`src/design/absm_pkg.sv`:
```
// ----------------------------------------------------------------------------
// absm_pkg: shared types and constants of the A/B boot slot manager
// Command and status codes, slot numbers, register indexes, default versions
// and the structs that pass between the top level and the command core.
// ----------------------------------------------------------------------------
package absm_pkg;

  // Command codes carried by an input beat
  typedef enum logic [1:0] {
    CMD_GET_INFO = 2'd0,
    CMD_ACTIVATE = 2'd1,
    CMD_ROLLBACK = 2'd2,
    CMD_BOOT_SEL = 2'd3
  } absm_cmd_e;

  // Status codes of a result beat
  localparam logic [1:0] STS_OK        = 2'd0;
  localparam logic [1:0] STS_BAD_SLOT  = 2'd1;
  localparam logic [1:0] STS_INVALID   = 2'd2;

  // Slot numbers
  localparam logic [1:0] SLOT_NONE = 2'd0;
  localparam logic [1:0] SLOT_ONE  = 2'd1;
  localparam logic [1:0] SLOT_TWO  = 2'd2;

  // Configuration register indexes
  localparam int unsigned CFG_IDX_W = 3;
  localparam logic [CFG_IDX_W-1:0] CFG_SRAM_LOW  = 3'd0;
  localparam logic [CFG_IDX_W-1:0] CFG_SRAM_HIGH = 3'd1;
  localparam logic [CFG_IDX_W-1:0] CFG_ONE_BASE  = 3'd2;
  localparam logic [CFG_IDX_W-1:0] CFG_TWO_BASE  = 3'd3;
  localparam logic [CFG_IDX_W-1:0] CFG_FLASH_END = 3'd4;

  // Default versions applied on the first command
  localparam logic [31:0] VERSION_ONE_DEFAULT = 32'h0001_0000;
  localparam logic [31:0] VERSION_TWO_DEFAULT = 32'h0002_0000;

  typedef struct packed {
    logic [31:0] sram_low;
    logic [31:0] sram_high;
    logic [31:0] one_base;
    logic [31:0] two_base;
    logic [31:0] flash_limit;
  } absm_cfg_t;

  localparam absm_cfg_t CFG_RESET = '{
    sram_low:    32'h2000_0000,
    sram_high:   32'h2001_FFFF,
    one_base:    32'h0801_0000,
    two_base:    32'h0802_0000,
    flash_limit: 32'h0808_0000
  };

  typedef struct packed {
    absm_cmd_e   command;
    logic [7:0]  slot_req;
    logic [31:0] new_version;
    logic [31:0] one_stack_word;
    logic [31:0] one_entry_word;
    logic [31:0] two_stack_word;
    logic [31:0] two_entry_word;
  } absm_cmd_t;

  typedef struct packed {
    logic [1:0]  active;
    logic [1:0]  previous;
    logic        one_state;
    logic        two_state;
    logic [31:0] one_version;
    logic [31:0] two_version;
    logic [31:0] updates;
    logic        defaults_done;
  } absm_state_t;

  localparam absm_state_t STATE_RESET = '{
    active:        SLOT_ONE,
    previous:      SLOT_NONE,
    one_state:     1'b0,
    two_state:     1'b0,
    one_version:   32'd0,
    two_version:   32'd0,
    updates:       32'd1,
    defaults_done: 1'b0
  };

  typedef struct packed {
    logic [1:0]  status;
    logic [1:0]  current_slot;
    logic [1:0]  former_slot;
    logic        one_valid;
    logic        two_valid;
    logic [31:0] one_version;
    logic [31:0] two_version;
    logic [31:0] updates;
    logic [1:0]  oldest;
    logic        can_roll_back;
    logic [31:0] boot_address;
  } absm_result_t;

endpackage

```
`src/design/absm_cmd_core.sv`:
```
// ----------------------------------------------------------------------------
// absm_cmd_core: command logic of the A/B boot slot manager
// Checks both slots, applies the defaults on the first command, executes one
// command and returns the next slot table and the result beat.
// ----------------------------------------------------------------------------
module absm_cmd_core (
  input  absm_pkg::absm_cfg_t    cfg_i,
  input  absm_pkg::absm_cmd_t    cmd_i,
  input  absm_pkg::absm_state_t  state_i,
  output absm_pkg::absm_state_t  state_o,
  output absm_pkg::absm_result_t result_o
);

  logic                  one_ok;
  logic                  two_ok;
  logic                  target_ok;
  logic [1:0]            rb_dest;
  logic [1:0]            status;
  logic [1:0]            oldest;
  logic [31:0]           boot_addr;
  absm_pkg::absm_state_t eff;
  absm_pkg::absm_state_t nxt;

  // Check vector words of both slots against SRAM and flash windows
  assign one_ok = (cmd_i.one_stack_word >= cfg_i.sram_low) &&
                  (cmd_i.one_stack_word <= cfg_i.sram_high) &&
                  (cmd_i.one_entry_word >= cfg_i.one_base) &&
                  (cmd_i.one_entry_word <  cfg_i.flash_limit);
  assign two_ok = (cmd_i.two_stack_word >= cfg_i.sram_low) &&
                  (cmd_i.two_stack_word <= cfg_i.sram_high) &&
                  (cmd_i.two_entry_word >= cfg_i.two_base) &&
                  (cmd_i.two_entry_word <  cfg_i.flash_limit);

  // Apply defaults ahead of the very first command
  always_comb begin
    eff = state_i;
    if (!state_i.defaults_done) begin
      eff.active        = absm_pkg::SLOT_ONE;
      eff.previous      = absm_pkg::SLOT_NONE;
      eff.one_state     = one_ok;
      eff.two_state     = two_ok;
      eff.one_version   = one_ok ? absm_pkg::VERSION_ONE_DEFAULT : 32'd0;
      eff.two_version   = two_ok ? absm_pkg::VERSION_TWO_DEFAULT : 32'd0;
      eff.updates       = 32'd1;
      eff.defaults_done = 1'b1;
    end
  end

  // Pick the rollback destination; none means rollback is impossible
  always_comb begin
    priority if (eff.previous == absm_pkg::SLOT_ONE && one_ok) begin
      rb_dest = absm_pkg::SLOT_ONE;
    end else if (eff.previous == absm_pkg::SLOT_TWO && two_ok) begin
      rb_dest = absm_pkg::SLOT_TWO;
    end else if (eff.active == absm_pkg::SLOT_ONE && two_ok) begin
      rb_dest = absm_pkg::SLOT_TWO;
    end else if (eff.active == absm_pkg::SLOT_TWO && one_ok) begin
      rb_dest = absm_pkg::SLOT_ONE;
    end else begin
      rb_dest = absm_pkg::SLOT_NONE;
    end
  end

  assign target_ok = (cmd_i.slot_req == 8'd1) ? one_ok : two_ok;

  // Execute the command
  always_comb begin
    nxt       = eff;
    status    = absm_pkg::STS_OK;
    oldest    = absm_pkg::SLOT_NONE;
    boot_addr = 32'd0;
    unique case (cmd_i.command)
      absm_pkg::CMD_GET_INFO: begin
        nxt.one_state = one_ok;
        nxt.two_state = two_ok;
        priority if (!one_ok) begin
          oldest = absm_pkg::SLOT_ONE;
        end else if (!two_ok) begin
          oldest = absm_pkg::SLOT_TWO;
        end else if (eff.one_version <= eff.two_version &&
                     eff.active != absm_pkg::SLOT_ONE) begin
          oldest = absm_pkg::SLOT_ONE;
        end else if (eff.two_version < eff.one_version &&
                     eff.active != absm_pkg::SLOT_TWO) begin
          oldest = absm_pkg::SLOT_TWO;
        end else begin
          oldest = (eff.active == absm_pkg::SLOT_ONE) ? absm_pkg::SLOT_TWO
                                                      : absm_pkg::SLOT_ONE;
        end
      end
      absm_pkg::CMD_ACTIVATE: begin
        priority if (cmd_i.slot_req != 8'd1 && cmd_i.slot_req != 8'd2) begin
          status = absm_pkg::STS_BAD_SLOT;
        end else if (!target_ok) begin
          status = absm_pkg::STS_INVALID;
        end else begin
          nxt.previous = eff.active;
          nxt.active   = cmd_i.slot_req[1:0];
          nxt.updates  = eff.updates + 32'd1;
          if (cmd_i.slot_req == 8'd1) begin
            nxt.one_state   = 1'b1;
            nxt.one_version = cmd_i.new_version;
          end else begin
            nxt.two_state   = 1'b1;
            nxt.two_version = cmd_i.new_version;
          end
        end
      end
      absm_pkg::CMD_ROLLBACK: begin
        if (rb_dest == absm_pkg::SLOT_NONE) begin
          status = absm_pkg::STS_BAD_SLOT;
        end else begin
          nxt.previous = eff.active;
          nxt.active   = rb_dest;
          nxt.updates  = eff.updates + 32'd1;
        end
      end
      absm_pkg::CMD_BOOT_SEL: begin
        priority if (eff.active == absm_pkg::SLOT_TWO && two_ok) begin
          boot_addr = cfg_i.two_base;
        end else if (one_ok) begin
          boot_addr = cfg_i.one_base;
        end else if (two_ok) begin
          boot_addr = cfg_i.two_base;
        end else begin
          boot_addr = 32'd0;
        end
      end
      default: begin
        nxt = eff;
      end
    endcase
  end

  // Assemble the result beat from the updated table
  always_comb begin
    result_o.status        = status;
    result_o.current_slot  = nxt.active;
    result_o.former_slot   = nxt.previous;
    result_o.one_valid     = nxt.one_state;
    result_o.two_valid     = nxt.two_state;
    result_o.one_version   = nxt.one_version;
    result_o.two_version   = nxt.two_version;
    result_o.updates       = nxt.updates;
    result_o.oldest        = oldest;
    result_o.can_roll_back = (cmd_i.command == absm_pkg::CMD_GET_INFO) &&
                             (rb_dest != absm_pkg::SLOT_NONE);
    result_o.boot_address  = boot_addr;
  end

  assign state_o = nxt;

endmodule

```
`src/design/ab_boot_slot_manager.sv`:
```
// ----------------------------------------------------------------------------
// ab_boot_slot_manager: two-slot firmware boot manager with rollback
// Input register, combinational command core and result register.
// ----------------------------------------------------------------------------
// One command beat is accepted per clock cycle while in_ready_o is high; the
// beat is captured in the input register, the combinational command core
// executes it and updates the slot table as it moves into the result
// register, and the result register holds the answer until taken. The
// rate of one beat per cycle holds while results are taken; a stalled
// result holds the command stage, and in_ready_o drops only when both
// stages are full.
// Configuration writes take effect at once and are meant for idle time.
// ----------------------------------------------------------------------------
module ab_boot_slot_manager (
  input  logic        clk_i,
  input  logic        rst_ni,
  // configuration write port
  input  logic        cfg_we_i,
  input  logic [2:0]  cfg_index_i,
  input  logic [31:0] cfg_data_i,
  // command channel
  input  logic        in_valid_i,
  output logic        in_ready_o,
  input  logic [1:0]  command_i,
  input  logic [7:0]  slot_req_i,
  input  logic [31:0] new_version_i,
  input  logic [31:0] one_stack_word_i,
  input  logic [31:0] one_entry_word_i,
  input  logic [31:0] two_stack_word_i,
  input  logic [31:0] two_entry_word_i,
  // result channel
  output logic        out_valid_o,
  input  logic        out_ready_i,
  output logic [1:0]  status_o,
  output logic [1:0]  current_slot_o,
  output logic [1:0]  former_slot_o,
  output logic        one_valid_o,
  output logic        two_valid_o,
  output logic [31:0] one_version_o,
  output logic [31:0] two_version_o,
  output logic [31:0] updates_o,
  output logic [1:0]  oldest_o,
  output logic        can_roll_back_o,
  output logic [31:0] boot_address_o
);

  absm_pkg::absm_cfg_t    cfg_q;
  absm_pkg::absm_cmd_t    cmd_q;
  logic                   cmd_valid_q;
  absm_pkg::absm_state_t  state_q;
  absm_pkg::absm_state_t  state_d;
  absm_pkg::absm_result_t res_d;
  absm_pkg::absm_result_t res_q;
  logic                   res_valid_q;
  logic                   advance;
  logic                   in_take;

  // Move the command stage on when the result register is free or draining
  assign advance    = cmd_valid_q && (!res_valid_q || out_ready_i);
  assign in_ready_o = !cmd_valid_q || advance;
  assign in_take    = in_valid_i && in_ready_o;

  // Write configuration registers
  always_ff @(posedge clk_i or negedge rst_ni) begin
    if (!rst_ni) begin
      cfg_q <= absm_pkg::CFG_RESET;
    end else if (cfg_we_i) begin
      unique case (cfg_index_i)
        absm_pkg::CFG_SRAM_LOW:  cfg_q.sram_low    <= cfg_data_i;
        absm_pkg::CFG_SRAM_HIGH: cfg_q.sram_high   <= cfg_data_i;
        absm_pkg::CFG_ONE_BASE:  cfg_q.one_base    <= cfg_data_i;
        absm_pkg::CFG_TWO_BASE:  cfg_q.two_base    <= cfg_data_i;
        absm_pkg::CFG_FLASH_END: cfg_q.flash_limit <= cfg_data_i;
        default: begin
          cfg_q <= cfg_q;
        end
      endcase
    end
  end

  // Capture an input beat
  always_ff @(posedge clk_i or negedge rst_ni) begin
    if (!rst_ni) begin
      cmd_valid_q <= 1'b0;
    end else if (in_take) begin
      cmd_valid_q <= 1'b1;
    end else if (advance) begin
      cmd_valid_q <= 1'b0;
    end
  end

  always_ff @(posedge clk_i) begin
    if (in_take) begin
      cmd_q.command        <= absm_pkg::absm_cmd_e'(command_i);
      cmd_q.slot_req       <= slot_req_i;
      cmd_q.new_version    <= new_version_i;
      cmd_q.one_stack_word <= one_stack_word_i;
      cmd_q.one_entry_word <= one_entry_word_i;
      cmd_q.two_stack_word <= two_stack_word_i;
      cmd_q.two_entry_word <= two_entry_word_i;
    end
  end

  absm_cmd_core u_core (
    .cfg_i    (cfg_q),
    .cmd_i    (cmd_q),
    .state_i  (state_q),
    .state_o  (state_d),
    .result_o (res_d)
  );

  // Commit the slot table as the command executes
  always_ff @(posedge clk_i or negedge rst_ni) begin
    if (!rst_ni) begin
      state_q <= absm_pkg::STATE_RESET;
    end else if (advance) begin
      state_q <= state_d;
    end
  end

  // Hold the result beat until taken
  always_ff @(posedge clk_i or negedge rst_ni) begin
    if (!rst_ni) begin
      res_valid_q <= 1'b0;
    end else if (advance) begin
      res_valid_q <= 1'b1;
    end else if (out_ready_i) begin
      res_valid_q <= 1'b0;
    end
  end

  always_ff @(posedge clk_i) begin
    if (advance) begin
      res_q <= res_d;
    end
  end

  assign out_valid_o     = res_valid_q;
  assign status_o        = res_q.status;
  assign current_slot_o  = res_q.current_slot;
  assign former_slot_o   = res_q.former_slot;
  assign one_valid_o     = res_q.one_valid;
  assign two_valid_o     = res_q.two_valid;
  assign one_version_o   = res_q.one_version;
  assign two_version_o   = res_q.two_version;
  assign updates_o       = res_q.updates;
  assign oldest_o        = res_q.oldest;
  assign can_roll_back_o = res_q.can_roll_back;
  assign boot_address_o  = res_q.boot_address;

endmodule
```
`config.mk`:
```
export PLATFORM = sky130hd
export DESIGN_NAME = ab_boot_slot_manager
export DESIGN_NICKNAME = d
export VERILOG_FILES = /design/src/design/absm_pkg.sv /design/src/design/absm_cmd_core.sv /design/src/design/ab_boot_slot_manager.sv
export SDC_FILE = /design/constraint.sdc
export NUM_CORES = 1
export LEC_CHECK = 0
export BUFFER_PORTS_ARGS = -buffer_cell sky130_fd_sc_hd__buf_2
export CORE_MARGIN = 4
export CORE_UTILIZATION = 59
export CTS_CLUSTER_DIAMETER = 40
export CTS_CLUSTER_SIZE = 16
export DETAILED_ROUTE_END_ITERATION = 7
export GPL_TIMING_DRIVEN = 0
export PLACE_DENSITY = 0.79
export SLEW_MARGIN = 40
export SYNTH_ARGS = -nofsm -noshare
export SYNTH_HDL_FRONTEND = slang
export SYNTH_SLANG_ARGS = --single-unit
```
`constraint.sdc`:
```
create_clock -name clk_i -period 6.6 [get_ports clk_i]
set_clock_uncertainty 0.15 [all_clocks]
set_input_delay 1.32 -clock clk_i [delete_from_list [all_inputs] [get_ports clk_i]]
set_output_delay 1.32 -clock clk_i [all_outputs]
set_load 0.01 [all_outputs]
```
==> results, run 1 <==
- After the first detailed-routing iteration, the DRC count stood at 2020.
- The cell type group with the largest total delay on the critical path is simple AND/OR/NAND/NOR gates.
- Summing all placed instances gives a cell area of approximately 32000 µm².
- In the final layout, the share of cells above drive strength 1 is 0.223.
- Synthesis produced a netlist whose cell count is 2609.
- The analysis attributes to cell leakage a power of about 16 nW.
- The worst path meets setup with 0.818 ns of slack.
- The net count after synthesis is 3110.
- The finished cells cover 34800 µm².
- The tightest slew margin relative to the limit is 0.452.
- On the worst path, the slowest cell contributes a delay of 0.61 ns.
- The detail route stage leaves a number of antenna-violating nets equal to 0.
- For this run, the top clock speed supported by timing is 173 MHz.
- The floorplan step set the die height to 230 µm.
- STA classifies the critical path endpoint as a register.
- The internal power contribution is 7.75 mW.
- The switching power as a share of total power is 0.295.
- The combinational cell fraction of total power is 0.172.
- The level count of the clock H-tree is 3.
- Yosys printed 0 warnings.
- Counting every sink on the clock net gives 574.
- The die covers 52800 µm².
- Entering global routing, the biggest net connects 75 pins.
- In this run the cell area of the synthesized design comes to 29000 µm².
- The most frequent cell on the critical path is sky130_fd_sc_hd__a21oi_1.
- The peak supply drop is 0.205 mV.
- In the global route stage, overall resource usage came out at 0.301.
- The placement-stage worst setup slack is 0.806 ns.
- In this run, synthesis produced a sequential element count of 574.
- Clock latency on the worst-skew pair, taken at its later pin, is 0.64 ns.
- The number of buffers added for setup after CTS is 0.
- Summed over all nets, the switching power comes to 3.24 mW.
- TritonCTS built the clock tree.
- The number of buffers and inverters on the critical path is 2.
- The synthesized netlist contains 86 unique library cells.
- The fraction of post-synthesis cell area in the top cell type by area is 0.320.
- Data on the critical path arrives at its endpoint at 5.99 ns.
- At the pin with the least slew margin, the transition time is 0.814 ns.
- The critical path data required time is between 6 and 7 ns.
- The post-cts gate resize count is 0.
- In this run the mean area of a mapped cell was ~11 µm².
- The number of synthesized flops with an enable pin is 309.
- The flow ran to the end, and the final reports show no timing, DRC or antenna violations.
- For this configuration, the core starts out at a cell density of 0.602.
- The sequential cell area fraction in the yosys report is 0.550.
- Of the total power, registers draw 0.406.
- In the post-synthesis netlist, the biggest area contributors are sky130_fd_sc_hd__edfxtp_1 32%, sky130_fd_sc_hd__dfrtp_1 21%, sky130_fd_sc_hd__ha_1 13%, sky130_fd_sc_hd__nand2_1 5.1%, sky130_fd_sc_hd__o21ai_0 4.7%.
- The post-detailed-route DRC marker count is 0.
- By startpoint and endpoint, the worst setup path is classified as reg -> reg.
- The I/O pin total is between 300 and 400.
- The number of hold violations in the final report was 0.
- The net count of the finished layout is 3556.
- In the synthesized netlist the dominant register cell turns out to be sky130_fd_sc_hd__edfxtp_1.
- The number of hold buffers added after CTS was 0.
- Buffers placed on the I/O ports in this run total between 300 and 400.
- The detailed-route wire length is around 80000 µm.
- Of all cell types, the one taking the most synthesized area is sky130_fd_sc_hd__edfxtp_1.
- The routed layout has 22500 vias.
- Setup repair after global routing left no endpoint under its margin.
- In the final routed layout, each cell accounts on average for 21.2 µm.
- Setup total negative slack on the finished layout was measured at 0 ns.
- Counting instances in the post-synthesis netlist gives the leading cell types as 397 x sky130_fd_sc_hd__nand2_1, 309 x sky130_fd_sc_hd__edfxtp_1, 291 x sky130_fd_sc_hd__ha_1.
- The area added between synthesis and finish is 20.1%.
- The final core utilization is 0.723.
- The wire length of the first global-routing pass is 125000 µm.
- The average vias per placed instance is 5.94.
- Walking the worst path, the cells encountered are inv_1 -> ha_1 -> nand4_1 -> nor4_1 -> nand2b_1 -> a21oi_1 -> nor4_1 -> nand3_1 -> clkbuf_1 -> o21ai_0 -> ha_1 -> a21o_1 -> a21oi_1 -> nor2b_1 -> o21ai_0 -> nand2b_1 -> a21oi_1 -> o2111ai_1 -> a21oi_1 -> o21ai_0 -> a21oi_1 -> o22ai_1.
- The floorplan step defined a core boundary enclosing 48100 µm².
- The die span in x is 230 µm.
- Routability-driven placement finished with a final weighted congestion of 0.941.
- In the synthesized netlist the async set-or-reset flop fraction comes to 0.462.
- In this run the power density over the cells is around 320 nW/µm².
- The number of pins with negative max-slew slack in the final report is 0.
- The worst setup path is launched from a register.
- The cell with the largest stage delay on the worst path is sky130_fd_sc_hd__nor4_1.
- The portion of total power attributed to the clock network is 0.422.
- The path class of the tightest hold or removal check is reg -> reg.
- In the finished design, the share of the clock period the worst path needs comes to 0.876.
- The total CTS buffers is between 80 and 90.
- The root buffer cell chosen for the clock tree is sky130_fd_sc_hd__clkbuf_16.
- The number of antenna violations at the first check in global routing came to 10.
- The top fanout value on the critical path is 10.
- The via count of the first global-routing pass was approximately 23000.
- The placement row count is 80.
- Summed over all layers, the global routing overflow is 0.
- The first detailed-routing pass took 6 iterations.
- The clock-pin slew on the worst setup and hold paths is roughly 0.050 ns.
- The number of violations of the max-capacitance limit is 0.
- Subtracting the final worst setup slack from the clock period gives 5.78 ns.
- After legalization and detailed placement, the total HPWL measured 59800 µm.
- The dominant cell by count in the synthesized netlist is sky130_fd_sc_hd__nand2_1.
- The final setup violation count is 0.
- The largest buffer count on any clock path is 3.
path summary, 6_finish.rpt:
path	from	to	slack (ns)	cells after the start
worst max-delay path	cfg_q[110]	oldest_o[0]	0.82	22
worst min-delay path	state_q[81]	state_q[81]	0.33	2
worst max register to register	cfg_q[110]	oldest_o[0]	0.82	22
worst min register to register	state_q[81]	state_q[81]	0.33	2
max in group asynchronous	rst_ni	cfg_q[125]	5.00	2
min in group asynchronous	rst_ni	state_q[10]	0.48	1
power by group through the flow:
stage	Sequential, mW	Combinational [mW]	Clock (mW)
finish	4.47	1.89	4.63
CTS	4.46	1.88	4.68
global placement	4.54	1.74	0
global route	4.50	2.13	4.87
detailed placement	4.52	1.86	0
floorplan	4.50	1.18	0
layout make-up:
class                      count  area [µm²]
antenna                        9        22.5
buffer                        99         440
clock buffer                  91        2190
clock inverter                67         792
fill                        3282       13300
inverter                     221         830
multi-input combinational   1715       11800
sequential                   574       15900
tap                          656         821
timing repair buffer         360        1980
worst reg2reg max path, delay by kind of cell, from the launching register on:
family,cells,cell delay [ns]
buffers and inverters,2,0.41
AO/OA/AOI/OAI,11,1.84
AND/OR/NAND/NOR,7,1.97
flip-flops,1,0.51
adder cells (fa/ha/maj),2,0.62
metal layers:
metal	share of wire	vias to the layer above	GRT usage
met1	0.39	10900	0.383
li1	-	10300	-
met5	0.00050	-	0
met4	0.045	6	0.131
met3	0.078	227	0.0550
met2	0.49	1082	0.509
kinds of logic after synthesis:
| group | Yosys count | synth area share |
|---|---|---|
| compound gates | 588 | 0.122 |
| xor+xnor | 4 | 0.00121 |
| fa+ha+maj | 291 | 0.126 |
| buf+inv | 320 | 0.0434 |
| flops | 574 | 0.550 |
| mux | 106 | 0.0410 |
| simple gates | 726 | 0.117 |
cell usage in the layout, fill, tap and decap left out, drive strengths merged, types with 40 or more instances in the layout:
| cell type | synthesis | routed |
|---|---|---|
| nor2b | 40 | 40 |
| a21oi | 133 | 133 |
| a22oi | 41 | 41 |
| inv | 220 | 246 |
| o21ai | 273 | 273 |
| nand3 | 71 | 71 |
| edfxtp | 309 | 309 |
| dfrtp | 238 | 238 |
| ha | 291 | 291 |
| buf | 30 | 390 |
| nand2 | 397 | 397 |
| nor2 | 66 | 66 |
| nand4 | 51 | 51 |
| clkbuf | 69 | 160 |
| mux2 | 103 | 103 |
through the flow:
step                hold WS, ns  std cells  power [mW]
floorplan                 0.295       2609        5.68
global placement          0.312       3615        6.27
detailed placement        0.320       3625        6.38
CTS                       0.334       3783        11.0
global route              0.352       3790        11.5
finish                    0.333       3792        11.0
state kept, by name, indices dropped and copies added, names as in the netlist:
| signal | cells |
|---|---|
| one_valid_o | 1 |
| two_version_o | 32 |
| one_version_o | 32 |
| cmd_valid_q | 1 |
| state_q | 103 |
| out_valid_o | 1 |
| updates_o | 32 |
| cfg_q | 160 |
| current_slot_o | 2 |
| boot_address_o | 32 |
| can_roll_back_o | 1 |
| status_o | 2 |
| former_slot_o | 2 |
| cmd_q | 170 |
| two_valid_o | 1 |
| oldest_o | 2 |
Note: power is estimated with default switching activity, not from simulation.
==> run 2, diff against run 1 <==
CORE_UTILIZATION = 45   (was 59)
PLACE_DENSITY = 0.62   (was 0.79)
==> run 2 against run 1 <==
Clock-buffer cell count grew 7. Clock power grew 11%. Cell area grew 1.8%. Critical path depth is the same. Hold slack lost 0.0020 ns. Global-route usage shrank 6.6 points. Power grew 4.2%. First-iteration DRC count shrank 21%. Register-to-register slack lost 0.17 ns. Via count shrank 2.8%. Flip-flop and latch count is the same. Maximum frequency shrank 2.8%. Critical endpoint unchanged. Highest routed layer unchanged.
==> results, run 2 (same netlist as run 1, synthesis figures left out) <==
- The number of flip-flops under the largest register name is 170 (unchanged).
- The arrival time reported for the critical path endpoint is 6.16 ns (+0.17 ns).
- The final core utilization is 0.559 (-0.164).
- The chip height is 262 µm (+14%).
- The placement-stage worst setup slack is 0.666 ns (-0.140 ns).
- The wire length per cell after detailed routing was 20.4 µm (-3.8%).
- The number of cells after detailed placement was 3818 (+5.3%).
- The CTS tree is yes.
- The global placement routability congestion is 0.923 (-1.9%).
- The post-route cell area is 35500 µm² (+1.8%).
- The number of DRC markers after the initial detailed-route iteration was 1605 (-21%).
- The initial cell density of the core is 0.457 (-0.145).
- The cell depth of the worst hold path is 2 (unchanged).
- The filler cell count is 5446 (+66%).
- The port buffer count came to 350 (unchanged).
- The final global-route overflow total came to 0 (unchanged).
- The actual transition at the worst max-transition pin is 0.852 ns (+0.0382 ns).
- The fmax is 168 MHz (-2.8%).
- The largest net degree at the start of global routing is 75 (unchanged).
- The detailed-placement wirelength estimate came to 62700 µm (+4.8%).
- The number of antenna violations at the first check in global routing was 12 (+2).
- The die span in x came to 262 µm (+14%).
- The final worst-path cycle share came to 0.902 (+0.0255).
- The area growth from synthesis to layout is 22.3%.
- The layout cell share with drive strength beyond 1 is 0.228 (+0.00526).
- The wire length of the first global-routing pass is 124000 µm (-1.2%).
- The number of violations of the max-capacitance limit is 0 (unchanged).
- The detailed-route wire length is 81500 µm (+1.5%).
- The worst setup path is launched from a register.
- The I/O pin total was 351 (unchanged).
- The combined global-route utilization of all metal layers came to 0.235 (-0.0662).
- The number of hold violations in the final report is 0 (unchanged).
- The critical path data required time came to 6.81 ns (about the same).
- The peak supply drop came to 0.201 mV (-1.9%).
- The area used by sequential logic in the layout is 15900 µm² (unchanged).
- The area of the placeable core was 63400 µm² (+32%).
- The largest registers in the layout are cmd_q x170, cfg_q x160, state_q x103.
- Setup repair after global routing left no endpoint under its margin.
- The most frequent standard cell in the layout excluding fill and tap cells is sky130_fd_sc_hd__nand2_1.
- The leakage power of the design is 15.7 nW (+1.3%).
- The final setup violation count is 0 (unchanged).
- The total CTS buffers is 93 (+11%).
- The top fanout value on the critical path is 10 (unchanged).
- The average vias per placed instance is 5.47 (-7.9%).
- The number of detailed-route iterations in the first pass was 5 (-1).
- The level count of the clock H-tree is 3 (unchanged).
- The insertion delay to the later sink of the worst-skew pair is 0.63 ns (about the same).
- The placement row count is 92 (+15%).
- The placement-stage cell area came to 32100 µm² (+0.90%).
- The clock-pin slew on the worst setup and hold paths is 0.06 ns (about the same).
- The power density normalized to cell area was 323 nW/µm² (+2.3%).
- The post-cts gate resize count was 0 (unchanged).
- The via count of the first global-routing pass is 22000 (-4.6%).
- The final cell count without fillers is 4001 (+5.5%).
- The minimum period implied by the final worst setup slack was 5.95 ns (+0.169 ns).
- The worst setup margin is 0.650 ns (-0.169 ns).
- The total of hold buffers inserted after clock tree synthesis is 0 (unchanged).
- The largest buffer count on any clock path is 3 (unchanged).
- The tightest slew margin relative to the limit is 0.432 (-0.0205).
- The path type of the worst setup path is reg -> reg.
- The post-detailed-route DRC marker count was 0 (unchanged).
- The capturing element type of the critical path is a register.
- The overall die area is 68600 µm² (+30%).
- The number of buffers added for setup after CTS is 0 (unchanged).
- The number of nets still failing antenna checks after routing is 0 (unchanged).
- The number of nets in the layout was 3568 (+0.34%).
- The buffer cell driving the clock tree root is sky130_fd_sc_hd__clkbuf_16.
- The sink count of the clock tree is 574 (unchanged).
- The flow ran to the end, and the final reports show no timing, DRC or antenna violations.
- The number of pins with negative max-slew slack in the final report is 0 (unchanged).
- The area of the multi-input gates was 11800 µm² (unchanged).
- The top cell types in the final layout, fill and taps aside, are 397 x sky130_fd_sc_hd__nand2_1, 365 x sky130_fd_sc_hd__buf_2, 309 x sky130_fd_sc_hd__edfxtp_1, 291 x sky130_fd_sc_hd__ha_1, 270 x sky130_fd_sc_hd__o21ai_0.
- The tightest min-delay check is of the reg -> reg type.
- The length in cells of the worst reg-to-reg path was 22 (unchanged).
- The via total after detailed routing is 21900 (-2.8%).
- Counting flops per register, the top entry is cmd_q.
run 2: cell count changes in the layout (fill, tap and decap cells not counted), moves of 2 or more:
cell and delta:
sky130_fd_sc_hd__clkbuf_16 +9, sky130_fd_sc_hd__inv_8 -8, sky130_fd_sc_hd__clkinv_8 -7, sky130_fd_sc_hd__buf_2 +2
sky130_fd_sc_hd__clkinv_4 +3, sky130_fd_sc_hd__inv_6 +13, sky130_fd_sc_hd__bufinv_16 +5
run 2: power breakdown:
| group | switching [mW] | internal (mW) |
|---|---|---|
| logic | 1.13 | 0.732 |
| clock network | 1.92 | 3.20 |
| registers | 0.231 | 4.24 |
| total | 3.28 | 8.17 |
run 2: area by class of cell:
class | instances | share of cell area
Clock inverter | 77 | 0.0261
Inverter | 221 | 0.0234
Antenna cell | 8 | 0.000565
Sequential cell | 574 | 0.450
Multi-Input combinational cell | 1715 | 0.333
Clock buffer | 98 | 0.0676
Timing Repair Buffer | 363 | 0.0572
Buffer | 99 | 0.0124
Tap cell | 846 | 0.0299
run 2: per-layer routing:
metal / vias up / wire (µm) / GRT usage
li1: 10400 / - / -
met1: 10500 / 33700 / 0.301
met2: 764 / 39500 / 0.394
met3: 184 / 5580 / 0.0510
met4: 8 / 2760 / 0.0871
met5: - / 59 / 0
run 2: worst paths after layout:
path | startpoint | endpoint | slack (ns)
worst max-delay path | cfg_q[157] | oldest_o[0] | 0.65
worst min-delay path | state_q[81] | state_q[81] | 0.33
worst max register to register | cfg_q[157] | oldest_o[0] | 0.65
worst min register to register | state_q[81] | state_q[81] | 0.33
max in group asynchronous | rst_ni | cfg_q[157] | 4.87
min in group asynchronous | rst_ni | cmd_valid_q | 0.40
run 2: critical path, stage by stage, from the launching register on:
cell	delay (ns)
sky130_fd_sc_hd__dfstp_2	0.51
sky130_fd_sc_hd__inv_1	0.07
sky130_fd_sc_hd__ha_1	0.30
sky130_fd_sc_hd__nand4_1	0.12
sky130_fd_sc_hd__or3_1	0.43
sky130_fd_sc_hd__nor2_1	0.29
sky130_fd_sc_hd__o211ai_1	0.17
sky130_fd_sc_hd__a32oi_1	0.66
sky130_fd_sc_hd__nand3_1	0.28
sky130_fd_sc_hd__clkbuf_1	0.36
sky130_fd_sc_hd__o21ai_0	0.36
sky130_fd_sc_hd__ha_1	0.30
sky130_fd_sc_hd__a21o_1	0.16
sky130_fd_sc_hd__a21oi_1	0.14
sky130_fd_sc_hd__nor2b_1	0.06
sky130_fd_sc_hd__o21ai_0	0.14
sky130_fd_sc_hd__nand2b_1	0.07
sky130_fd_sc_hd__a21oi_1	0.20
sky130_fd_sc_hd__o2111ai_1	0.13
sky130_fd_sc_hd__a21oi_1	0.17
sky130_fd_sc_hd__o21ai_0	0.14
sky130_fd_sc_hd__a21oi_1	0.28
sky130_fd_sc_hd__o22ai_1	0.17
run 2: metrics by stage:
stage	hold WS (ns)	power (mW)	TNS (ns)
floorplan	0.295	5.68	0
global placement	0.316	6.31	-543.64
detailed placement	0.326	6.39	0
CTS	0.341	11.6	0
global route	0.369	12.0	0
finish	0.331	11.4	0
==> run 3, diff against run 2 <==
CORE_MARGIN = unset   (was 4)
MAX_ROUTING_LAYER = met4   (was unset)
==> run 3 against run 2 <==
Critical path depth did not move. Critical endpoint unchanged. Worst setup slack improved by 0.063 ns. Via count grew 0.41%.
==> results, run 3 (same netlist as run 1, synthesis figures left out) <==
- The detailed-placement wirelength estimate was 62800 µm (+0.17%).
- The worst hold slack across all endpoints is 0.331 ns (+0.0000920 ns).
- The number of buffers added for setup after CTS is 0 (unchanged).
- The overall die area is 65500 µm² (-4.5%).
- The final global-route overflow total is 0 (unchanged).
- The number of DRC markers after the initial detailed-route iteration came to 1419 (-12%).
- The port buffer count was 350 (unchanged).
- The via total after detailed routing is 22000 (+0.41%).
- The detailed-route wire length came to 82200 µm (+0.76%).
- The via count of the first global-routing pass came to 22400 (+2.0%).
- Setup repair after global routing left no endpoint under its margin.
- The final setup violation count is 0 (unchanged).
- The combinational cell fraction of total power came to 0.163 (about the same).
- The largest net degree at the start of global routing is 79 (+5.3%).
- The peak supply drop is 0.205 mV (+2.1%).
- The number of nets still failing antenna checks after routing is 0 (unchanged).
- The total CTS buffers is 95 (+2.2%).
- The chip height came to 256 µm (-2.3%).
- The area of the multi-input gates is 11800 µm² (about the same).
- The fmax is 170 MHz (+1.1%).
- The layout cell share with drive strength beyond 1 is 0.228 (+0.000663).
- The global placement routability congestion came to 0.942 (+2.0%).
- The leakage power of the design is 15.7 nW (+0.12%).
- The number of violations of the max-capacitance limit is 0 (unchanged).
- The tightest min-delay check is of the reg -> reg type.
- TritonCTS built the clock tree.
- The power density normalized to cell area is 326 nW/µm² (+0.83%).
- The cell type group with the largest total delay on the critical path is compound AO/OA/AOI/OAI gates.
- The register with the highest flop count is cmd_q.
- The final cell count without fillers was 4010 (+0.22%).
- The top fanout value on the critical path came to 10 (unchanged).
- The number of antenna violations at the first check in global routing came to 15 (+3).
- The buffer cell driving the clock tree root is sky130_fd_sc_hd__clkbuf_16.
- STA classifies the critical path endpoint as a register.
- The number of nets in the layout is 3569 (+0.028%).
- The post-cts gate resize count is 0 (unchanged).
- The actual transition at the worst max-transition pin is 0.796 ns (-0.0560 ns).
- The most frequent cell on the critical path is sky130_fd_sc_hd__a21oi_1.
- The flow ran to the end, and the final reports show no timing, DRC or antenna violations.
- The combined global-route utilization of all metal layers is 0.258 (+0.0229).
- The insertion delay to the later sink of the worst-skew pair is 0.64 ns (about the same).
- The portion of total power attributed to the clock network was 0.451 (+0.004).
- The largest registers in the layout are cmd_q x170, cfg_q x160, state_q x103.
- Compared with the post-synthesis result, the final layout area differs by 22.6%.
- The switching power as a share of total power came to 0.285 (-0.00168).
- The clock-pin slew on the worst setup and hold paths is 0.06 ns (about the same).
- The path type of the worst setup path is reg -> reg.
- The critical path data required time is 6.81 ns (about the same).
- The internal power contribution came to 8.27 mW (+1.3%).
- The delay of the slowest cell on the worst path came to 0.59 ns (-0.07 ns).
- The placement row count is 92 (unchanged).
- The number of buffer and inverter stages on the critical path is 2 (unchanged).
- The area of the placeable core came to 63400 µm² (unchanged).
- The filler cell count is 5475 (+0.53%).
- The I/O pin total is 351 (unchanged).
- The post-detailed-route DRC marker count is 0 (unchanged).
- The initial cell density of the core is 0.457 (unchanged).
- The total of hold buffers inserted after clock tree synthesis is 0 (unchanged).
- The sink count of the clock tree is 574 (unchanged).
- The number of hold violations in the final report is 0 (unchanged).
- The area used by sequential logic in the layout is 15900 µm² (unchanged).
- The final worst-path cycle share is 0.892 (-0.00959).
- The total power is 11.6 mW (+1.1%).
- The die span in x is 256 µm (-2.3%).
- The power share of the sequential group is 0.386 (-0.004).
- The setup TNS came to 0 ns (unchanged).
- The number of detailed-route iterations in the first pass is 5 (unchanged).
- Leaving out fill and tap cells, the most frequent cell in the layout is sky130_fd_sc_hd__nand2_1.
- The cell with the largest stage delay on the worst path is sky130_fd_sc_hd__nor4_1.
- The level count of the clock H-tree is 3 (unchanged).
- The kind of launch point of the worst setup path is a register.
- The number of cells after detailed placement is 3817 (-0.026%).
- The minimum period implied by the final worst setup slack is 5.89 ns (-0.0633 ns).
- The largest buffer count on any clock path is 3 (unchanged).
- The tightest slew margin relative to the limit is 0.469 (+0.0373).
- In the layout the commonest cells are 397 x sky130_fd_sc_hd__nand2_1, 365 x sky130_fd_sc_hd__buf_2, 309 x sky130_fd_sc_hd__edfxtp_1, 291 x sky130_fd_sc_hd__ha_1, 270 x sky130_fd_sc_hd__o21ai_0.
- The arrival time reported for the critical path endpoint is 6.10 ns (-0.06 ns).
- The switching power is 3.30 mW (+0.49%).
- The number of pins with negative max-slew slack in the final report came to 0 (unchanged).
- The wire length of the first global-routing pass is 126000 µm (+2.2%).
- The average vias per placed instance came to 5.48 (+0.18%).
- The signal on the critical path passes through inv_1 -> ha_1 -> nand4_1 -> nor4_1 -> nand2b_1 -> a21oi_1 -> nor4_1 -> nand3_1 -> clkbuf_1 -> o21ai_0 -> ha_1 -> a21o_1 -> a21oi_1 -> nor2b_1 -> o21ai_0 -> nand2b_1 -> a21oi_1 -> o2111ai_1 -> a21oi_1 -> o21ai_0 -> a21oi_1 -> o22ai_1.
- The number of flip-flops under the largest register name is 170 (unchanged).
- The wire length per cell after detailed routing came to 20.5 µm (+0.54%).
[run 3: cell types whose count changed in the layout (fill, tap and decap cells not counted), moves of 3 or more]
cell,before,now
sky130_fd_sc_hd__clkinvlp_4,7,12
sky130_fd_sc_hd__inv_8,4,7
sky130_fd_sc_hd__inv_6,27,17
sky130_fd_sc_hd__diode_2,8,13
[run 3: worst register-to-register path: stages, from the launching register on]
cell and delay, ns:
sky130_fd_sc_hd__dfstp_2 0.51, sky130_fd_sc_hd__inv_1 0.07, sky130_fd_sc_hd__ha_1 0.30, sky130_fd_sc_hd__nand4_1 0.21
sky130_fd_sc_hd__nor4_1 0.59, sky130_fd_sc_hd__nand2b_1 0.18, sky130_fd_sc_hd__a21oi_1 0.08, sky130_fd_sc_hd__nor4_1 0.56
sky130_fd_sc_hd__nand3_1 0.28, sky130_fd_sc_hd__clkbuf_1 0.37, sky130_fd_sc_hd__o21ai_0 0.38, sky130_fd_sc_hd__ha_1 0.31
sky130_fd_sc_hd__a21o_1 0.16, sky130_fd_sc_hd__a21oi_1 0.13, sky130_fd_sc_hd__nor2b_1 0.05, sky130_fd_sc_hd__o21ai_0 0.14
sky130_fd_sc_hd__nand2b_1 0.07, sky130_fd_sc_hd__a21oi_1 0.18, sky130_fd_sc_hd__o2111ai_1 0.15, sky130_fd_sc_hd__a21oi_1 0.19
sky130_fd_sc_hd__o21ai_0 0.14, sky130_fd_sc_hd__a21oi_1 0.27, sky130_fd_sc_hd__o22ai_1 0.16
[run 3: worst paths after layout]
kind                                  start     endpoint  slack (ns)  depth (start not counted)
worst max-delay path             cfg_q[109]  oldest_o[0]        0.71                         22
worst min-delay path            state_q[98]  state_q[98]        0.33                          2
worst max register to register   cfg_q[109]  oldest_o[0]        0.71                         22
worst min register to register  state_q[98]  state_q[98]        0.33                          2
max in group asynchronous            rst_ni   cfg_q[157]        4.41                          4
min in group asynchronous            rst_ni  cmd_valid_q        0.46                          1
[run 3: per-layer routing]
metal / up-vias / wire (µm) / track usage
li1: 10400 / - / -
met1: 10700 / 34800 / 0.320
met2: 743 / 40000 / 0.426
met3: 195 / 4350 / 0.0396
met4: 0 / 3040 / 0.0955
met5: - / 0 / -
[run 3: power groups by stage]
stage               combinational (mW)  sequential (mW)  clock [mW]
floorplan                         1.18             4.50           0
global placement                  1.76             4.55           0
detailed placement                1.88             4.53           0
CTS                               1.89             4.46        5.30
global route                      2.13             4.51        5.46
finish                            1.89             4.47        5.22
[run 3: area by class of cell]
cell class | instances | area share
clock inverter | 78 | 0.0272
multi-input combinational | 1715 | 0.332
timing repair buffer | 362 | 0.0567
buffer | 99 | 0.0124
antenna | 13 | 0.000915
tap | 846 | 0.0298
clock buffer | 102 | 0.0688
inverter | 221 | 0.0233
sequential | 574 | 0.449
[run 3: stage by stage]
step / setup slack (ns) / area, µm² / util
floorplan: 0.473 / 29000 / -
CTS: 0.596 / 35500 / 0.560
global placement: -1.65 / 31800 / 0.502
global route: 0.176 / 35500 / 0.560
finish: 0.713 / 35500 / 0.560
detailed placement: 0.631 / 32100 / 0.506
